--- src/sv/rau_pkg.sv ---
// rau_pkg: shared widths, function codes and status codes of the rational
// arithmetic unit; no dependencies
package rau_pkg;

	localparam int unsigned WORD_BITS_DEF = 32;
	localparam int unsigned MAG_W = 65;

	typedef enum logic [3:0] {
		FN_MAKE = 4'd0,
		FN_ADD  = 4'd1,
		FN_SUB  = 4'd2,
		FN_MUL  = 4'd3,
		FN_DIV  = 4'd4,
		FN_GT   = 4'd5,
		FN_LT   = 4'd6,
		FN_GE   = 4'd7,
		FN_LE   = 4'd8,
		FN_EQ   = 4'd9,
		FN_NE   = 4'd10
	} func_t;

	typedef enum logic [1:0] {
		ST_OK    = 2'd0,
		ST_ZDEN  = 2'd1,
		ST_OVFL  = 2'd2
	} status_t;

	typedef logic [MAG_W-1:0] mag_t;

endpackage

--- src/sv/rau_mul.sv ---
// rau_mul: 32 x 32 unsigned multiplier with a registered product
// depends on rau_pkg
module rau_mul (
	input  logic               clk,
	input  logic [31:0]        a,
	input  logic [31:0]        b,
	output rau_pkg::mag_t      p_q
);

	always_ff @(posedge clk) begin
		p_q <= rau_pkg::mag_t'({32'd0, a} * {32'd0, b});
	end

endmodule

--- config.mk ---
export PLATFORM = sky130hd
export DESIGN_NAME = rau_mul
export DESIGN_NICKNAME = d
export VERILOG_FILES = /design/src/sv/rau_pkg.sv /design/src/sv/rau_mul.sv
export SDC_FILE = /design/constraint.sdc
export NUM_CORES = 2
export LEC_CHECK = 0
export BUFFER_PORTS_ARGS = -buffer_cell sky130_fd_sc_hd__buf_2
export CAP_MARGIN = 25
export CORE_MARGIN = 2
export CORE_UTILIZATION = 35
export DETAILED_ROUTE_END_ITERATION = 8
export REMOVE_ABC_BUFFERS = 1
export SYNTH_ARGS = -nofsm -noshare
export SYNTH_HDL_FRONTEND = slang
export SYNTH_SLANG_ARGS = --single-unit
--- constraint.sdc ---
create_clock -name clk -period 22.7 [get_ports clk]
set_input_delay 6.81 -clock clk [delete_from_list [all_inputs] [get_ports clk]]
set_output_delay 6.81 -clock clk [all_outputs]
set_load 0.01 [all_outputs]
==> results.md <==
* Post-route ant nets at 0
* Die Y at 318.8 um
* DR iter-0 viols at 1319
* Cell count after synthesis at 3750
* Mean Syn Cell Area at 9.250 um^2
* WP data required at 22.99 ns
* Gr ovfl total at 0
* Post-cts resize count at 0
* Fin Hold WS at 7.103 ns
* HP Class: primary input to register
* Total die area at 101600 um^2
* Hold buffers post-CTS at 0
* Area contributors post-synth: fa_1 52%, and2_1 11%, ha_1 9.5%, inv_1 9.4%, nand2_1 5.2%
* WL final at 93.85 mm
* Most frequent cells in the layout: 896 x fa_1, 865 x inv_1, 602 x and2_1
* Area grow syn2layout at 5.360%
* Core Area at 98280 um^2
* Hold depth at 3
* Max FFs per register at 64
* Deepest clock path buffer count at 2
* Period utilization at 63.99%
* Number of global-route vias before repair at 27490
* IO Pins at 130
* Commonest non-fill, non-tap cell in the layout: fa_1
* Initial Utilization at 35.30%
* Status: finished clean
* Sink Count at 64
* Vias at 24540
* Post-synth EDFFs at 0
* Share of the synthesized area in the top cell type at 51.71%
* Crit Path Class: primary input to register
* Crit. End Element: register
* Max Cap Viol at 0
* Total Nets Final at 4906
* FP Rows at 115
* Mapped Area at 34690 um^2
* Post-synthesis sequential area ratio at 3.694%
* CTS root buffer: clkbuf_16
* Port bufs at 128
* Crit-path max FO at 32
* HPWL Detailed at 74.50 mm
* Arr. time, crit path at 14.82 ns
* Slew @ Worst Pin at 0.9185 ns
* First-pass GRT wire length at 154.1 mm
* # setup viols final at 0
* Total GRT Usage at 19.37%
* Final hold vios at 0
* Inserted Clock Buffers at 9
* Postcts setup bufs at 0
* Initial antenna violation count at 6
* Clk slew on worst S/H paths at 0.06 ns
* Startpoint types: primary input
* Largest net degree at the start of global routing at 33
* Biggest register: p_q
* Rel. slew slack at 38.76%
* Post-synthesis register bit count at 64
* Router iterations before antenna repair at 5
* Largest registers: p_q (64)
* DR vias/cell at 4.932
* Final min period at 14.53 ns
* H-tree Lvls at 3
* Die W at 318.8 um
* Routed wire per std cell at 18.86 um
* Netlist cell types at 59
* Main synth FF type: dfxtp_1
* RSZ-0062 raised after global routing: no
* Synth warn at 0
* Ratio of cells with drive above 1 in the final layout at 4.746%
* DRC at 0
* Post-synthesis async set-or-reset flop share at 0%
* Clock tree from TritonCTS: done
* Setup TNS at 0 ns
* Peak Freq at 68.85 MHz
* Synth area leader: fa_1
* Placer congestion estimate at 0.8959
* Slew Viols, Final at 0
## path summary, 6_finish.rpt
path	startpoint	endpoint	slack, ns
setup / recovery	b[9]	p_q[62]$_DFF_P_	8.17
hold / removal	a[0]	p_q[0]$_DFF_P_	7.10
## stage by stage
step	instance area, um^2	utilization, %	std cells	setup slack (ns)
after floorplan	33850	-	3529	9.421
after global placement	36200	36.84	4958	7.994
after detailed placement	36200	36.84	4958	7.880
after CTS	36540	37.18	4974	8.261
after global routing	36540	37.18	4974	7.891
final	36550	37.19	4976	8.175
## cell families after synthesis
logic type                 synth area share [%]
buffers and inverters                     11.78
AOI/OAI and AO/OA                         4.152
xor gates and xnor gates                  1.515
DFF                                       3.694
muxes                                   0.02886
adders and majority gates                 61.20
and+or+nand+nor                           17.62
other                                   0.01081
## cell usage after synthesis (all sizes together), types with 10 or more instances
library cell and n:
o21ai 26, ha 263, fa 896, xor2 25
dfxtp 64, clkbuf 213, and2 602, xnor2 35
a21oi 66, a31oi 12, nand3 10, nand4 23
nand2 480, a21o 40, nor2 20, o21bai 11
inv 865, and3 14
## cell type report
class	instances	area, um^2
tap	1287	1610
inverter	865	3247
clock inverter	5	86.33
timing repair buffer	142	745.7
antenna	2	5.005
multi-input combinational	2600	29320
fill	10010	61730
sequential	64	1281
clock buffer	11	252.7
## critical path, cell delays in order
cell,delay [ns]
buf_2,0.63
and2_1,0.26
fa_1,0.46
fa_1,0.57
inv_1,0.06
fa_1,0.50
fa_1,0.52
inv_1,0.06
fa_1,0.55
fa_1,0.42
fa_1,0.51
fa_1,0.42
ha_1,0.51
nand4_1,0.20
or4_1,0.58
or3_1,0.35
a31oi_1,0.62
a31o_2,0.30
a211oi_1,0.11
o21ai_1,0.18
xor2_1,0.15
## per-layer routing
metal | wire (um) | track usage [%]
met3 | 4411 | 2.038
met4 | 2168 | 4.487
met1 | 39520 | 25.69
met2 | 47740 | 33.96
met5 | 11 | 0
Power is not shown: default switching activity piles up to over one toggle a cycle in this logic, so the estimate is an artifact.
