**src/sv/rau_pkg.sv**
```systemverilog
// rau_pkg: shared widths, function codes and status codes of the rational
// arithmetic unit; no dependencies
package rau_pkg;

	localparam int unsigned WORD_BITS_DEF = 32;
	localparam int unsigned MAG_W = 65;

	typedef enum logic [3:0] {
		FN_MAKE = 4'd0,
		FN_ADD  = 4'd1,
		FN_SUB  = 4'd2,
		FN_MUL  = 4'd3,
		FN_DIV  = 4'd4,
		FN_GT   = 4'd5,
		FN_LT   = 4'd6,
		FN_GE   = 4'd7,
		FN_LE   = 4'd8,
		FN_EQ   = 4'd9,
		FN_NE   = 4'd10
	} func_t;

	typedef enum logic [1:0] {
		ST_OK    = 2'd0,
		ST_ZDEN  = 2'd1,
		ST_OVFL  = 2'd2
	} status_t;

	typedef logic [MAG_W-1:0] mag_t;

endpackage

```
**src/sv/rau_div.sv**
```systemverilog
// rau_div: restoring divider, one quotient bit a cycle, shared by the gcd
// remainders and the final exact divisions; depends on rau_pkg
module rau_div (
	input  logic               clk,
	input  logic               arst_n,
	input  logic               start,
	input  rau_pkg::mag_t      dividend,
	input  rau_pkg::mag_t      divisor,
	output logic               done,
	output rau_pkg::mag_t      quo_q,
	output rau_pkg::mag_t      rem_q
);

	localparam int unsigned CW = $clog2(rau_pkg::MAG_W + 1);

	logic [CW-1:0]      cnt_q;
	logic               busy_q;
	rau_pkg::mag_t      dsr_q;
	logic [rau_pkg::MAG_W:0] trial;

	assign trial = {rem_q, quo_q[rau_pkg::MAG_W-1]} - {1'b0, dsr_q};
	assign done  = busy_q && (cnt_q == '0);

	always_ff @(posedge clk or negedge arst_n) begin
		if (!arst_n) begin
			busy_q <= 1'b0;
			cnt_q  <= '0;
		end else if (start) begin
			busy_q <= 1'b1;
			cnt_q  <= CW'(rau_pkg::MAG_W);
		end else if (busy_q) begin
			if (cnt_q == '0) busy_q <= 1'b0;
			else cnt_q <= cnt_q - CW'(1);
		end
	end

	always_ff @(posedge clk) begin
		if (start) begin
			quo_q <= dividend;
			rem_q <= '0;
			dsr_q <= divisor;
		end else if (busy_q && cnt_q != '0) begin
			if (!trial[rau_pkg::MAG_W]) begin
				rem_q <= trial[rau_pkg::MAG_W-1:0];
				quo_q <= {quo_q[rau_pkg::MAG_W-2:0], 1'b1};
			end else begin
				rem_q <= {rem_q[rau_pkg::MAG_W-2:0], quo_q[rau_pkg::MAG_W-1]};
				quo_q <= {quo_q[rau_pkg::MAG_W-2:0], 1'b0};
			end
		end
	end

endmodule

```
**config.mk**
```make
export PLATFORM = sky130hd
export DESIGN_NAME = rau_div
export DESIGN_NICKNAME = d
export VERILOG_FILES = /design/src/sv/rau_pkg.sv /design/src/sv/rau_div.sv
export SDC_FILE = /design/constraint.sdc
export NUM_CORES = 1
export LEC_CHECK = 0
export ABC_CLOCK_PERIOD_IN_PS = 3910
export BUFFER_PORTS_ARGS = -buffer_cell sky130_fd_sc_hd__buf_4
export CORE_MARGIN = 10
export CORE_UTILIZATION = 45
export DETAILED_ROUTE_END_ITERATION = 10
export PLACE_DENSITY = 0.68
export SLEW_MARGIN = 20
export SYNTH_ARGS = -nofsm -noshare
export SYNTH_HDL_FRONTEND = slang
export SYNTH_SLANG_ARGS = --single-unit
```
**constraint.sdc**
```tcl
create_clock -name clk -period 3.91 [get_ports clk]
set_input_delay 0 -clock clk [delete_from_list [all_inputs] [get_ports clk]]
set_output_delay 0 -clock clk [all_outputs]
set_load 0.01 [all_outputs]
```
==> impl_metrics.tcl <==
set metrics [dict create \
    drive_above_1_share_pct 25.1 \
    synth_top_cells_by_area "sky130_fd_sc_hd__edfxtp_1, sky130_fd_sc_hd__dfxtp_1, sky130_fd_sc_hd__ha_1, sky130_fd_sc_hd__mux2_2, sky130_fd_sc_hd__nand2_1" \
    multi_input_combinational_cell_area_um2 5910 \
    outcome "completed" \
    post_place_cells 1773 \
    synth_top_flop_cell "sky130_fd_sc_hd__edfxtp_1" \
    tritoncts_num_sinks 203 \
    fin_crit_ps 3730 \
    synth_enable_flop_cells 130 \
    cts_inserted_buffers 24 \
    grt_setup_unrepaired "yes" \
    dr_total_vias 10700 \
    critical_path.n_buffers_inverters 2 \
    crit_chain "inv_1, ha_1, fa_1, nor2b_2, o2111ai_2, a2111oi_4, o311a_1, o31ai_2, buf_4, o21ai_1, a221o_1, a221oi_1, xnor2_1, nand2_1, a211oi_1" \
    synth.cell_area_um2 11900 \
    critical_path.top_delay_family "compound AO/OA/AOI/OAI gates" \
    grt_overflow 0 \
    grt_pass1_vias 10800 \
    ant_nets 0 \
    end_kind "register" \
    report.power.total_mw 10.2 \
    worstPathMaxFanout 3 \
    stdcell_area_um2 16400 \
    placement.cell_area_um2 14200 \
    grt_util_all_layers_pct 20.7 \
    power.density_cell_area_nw_per_um2 619 \
    maximum_vdd_drop_mv 0.448 \
    cap_violations 0 \
    leading_cell_type_by_number_of_instances_after_synthesis "sky130_fd_sc_hd__nand2_1" \
    finalClockSkew_ps 13.5 \
    row_count 59 \
    finalHoldViolations 0 \
    detail_route.drc_violations 0 \
    synth_largest_area_cell "sky130_fd_sc_hd__edfxtp_1" \
    synthesis_to_layout_area_growth_pct 38.3 \
    clock.fmax_mhz 268 \
    layoutNonFillerInstCount 1953 \
    antenna_found_initial 2 \
    layout_worst_path_cycle_share_pct 95.3 \
    buffer_ports.inserted 263 \
    crit_slowest_cell "sky130_fd_sc_hd__a221o_1" \
    postSynthCellCount 1223 \
    top_cell_type_s_share_of_synthesized_area_pct 32.9 \
    viasPerCell 5.46 \
    fin_nets 1800 \
    tns_ps 0 \
    initial_core_util_pct 45.6 \
    grt_start_max_net_pins 85 \
    fp.dieArea_um2 33200 \
    num-fill-cells 2126 \
    yosys-top-cells-count "sky130_fd_sc_hd__nand2_1, sky130_fd_sc_hd__edfxtp_1, sky130_fd_sc_hd__nor2_1, sky130_fd_sc_hd__inv_1, sky130_fd_sc_hd__a21oi_1" \
    detail_route.iter0.violations 731 \
    global_route_wire_length_before_repair_um 57600 \
    h-tree-depth 1 \
    final-max-slew-violation-count 0 \
    cp.required_ps 4330 \
    finalSetupViolCount 0 \
    critPathLaunchType "register" \
    finalWirelength_um 36200 \
    hp-class "input pin to register" \
    ys_seq_area_share_pct 45.6 \
    detail_route.wl_per_cell_um 18.5 \
    pre_repair_dr_iteration_count 7 \
    post_synth_num_cell_types 69 \
    slew-limit-headroom_pct 34.1 \
    die_h_um 182 \
    cts_tree "yes" \
    timing_worst_slew_pin_value_ps 989 \
    dpl.hpwl_um 25300 \
    clkLatencyLatePin_ps 520 \
    synthesis.area_per_instance_um2 9.70 \
    floorplan.core_area_um2 26000 \
    path_clk_slew_ps 60 \
    total_leakage_power_nw 7.29 \
    cts.root.buffer_cell "sky130_fd_sc_hd__clkbuf_16" \
    yosys_register_bits 203 \
    die_width_um 182 \
    clock_tree.buffer_depth 3 \
    sequential_cell_area_um2 5410 \
    synth_fp_nets 1424 \
    synth_warnings 0 \
    worst-setup-path-type "register to register" \
    worst_path_largest_cell_delay_ps 420 \
    top_level_ports 264 \
    gp_congestion 0.910 \
    cp.arrival_ps 4150 \
    share_of_synthesized_flip_flops_with_an_asynchronous_set_or_reset_pct 3.94 \
]
## routing by layer
layer	part of all wire, %	GRT usage (%)	vias up
li1	-	-	5188
met1	41	25.1	5045
met3	8.3	5.99	52
met5	0	0	-
met4	2.3	4.65	0
met2	49	35.6	387
## placed cells by master, fill, tap and decap left out, drive strengths merged, types with 22 or more instances in the layout
cell type,n
edfxtp,130
mux2,65
clkbuf,35
dlygate4sd3,133
nor2,105
a311oi,48
a21o,32
inv,92
buf,285
a21oi,78
nand2,165
xnor2,37
nand4,22
xor2,29
ha,67
dfxtp,65
o21ai,43
## worst paths after layout
check | startpoint | endpoint | slack, ps | cells past startpoint
worst max-delay path | quo_q[64] | rem_q[48] | 180 | 15
worst min-delay path | divisor[52] | dsr_q[52] | 200 | 2
worst max register to register | quo_q[64] | rem_q[48] | 180 | 15
worst min register to register | rem_q[28] | rem_q[29] | 510 | 2
max in group asynchronous | arst_n | cnt_q[1] | 3120 | 3
min in group asynchronous | arst_n | cnt_q[4] | 510 | 3
## cells by family (layout without fill, tap and decap cells)
| family | Yosys count | after routing | synth area share, % |
|---|---|---|---|
| compound gates | 297 | 297 | 17.4 |
| simple gates | 363 | 363 | 13.3 |
| mux | 67 | 67 | 6.34 |
| other cells | 0 | 2 | 0 |
| fa+ha+maj | 68 | 68 | 7.24 |
| buf+inv | 159 | 552 | 5.20 |
| xor+xnor | 66 | 66 | 4.94 |
| flops | 203 | 203 | 45.6 |
## power by group
group	internal [mW]	leakage, nW	switching (mW)
Clock	1.34	0.384	0.894
Sequential	2.80	1.95	0.406
Combinational	2.08	4.96	2.63
Total	6.22	7.29	3.93
## area by class of cell
class                           instances  area share (%)
Tap cell                              335            2.56
Clock buffer                           35            4.16
Antenna cell                            2          0.0305
Sequential cell                       203            33.0
Multi-Input combinational cell        861            36.0
Timing Repair Buffer                  418            21.5
Inverter                               91            2.08
Clock inverter                          8           0.656
## stage by stage
| stage | worst slack [ps] | utilization, % | hold slack (ps) |
|---|---|---|---|
| after global placement | 122 | 54.7 | -175 |
| after CTS | 40.1 | 62.8 | 171 |
| final | 183 | 63.1 | 195 |
| after detailed placement | 59.4 | 54.7 | -173 |
| after floorplan | 299 | - | -296 |
| after global routing | -66.7 | 63.1 | 178 |
## sequential cells by signal (all words and copies together) (netlist names)
signal  cells
busy_q      1
quo_q      65
rem_q      65
dsr_q      65
cnt_q       7
## repair_timing
action / 4_1_cts / 5_1_grt
hold buffers: 133 / 0
endpoints found under the setup margin: 1 / 55
endpoints found under the hold margin: 157 / 0
gates resized for setup: 0 / 8
buffers inserted: 0 / 2
pin swaps: 1 / 2
Note: power is estimated with default switching activity, not from simulation.
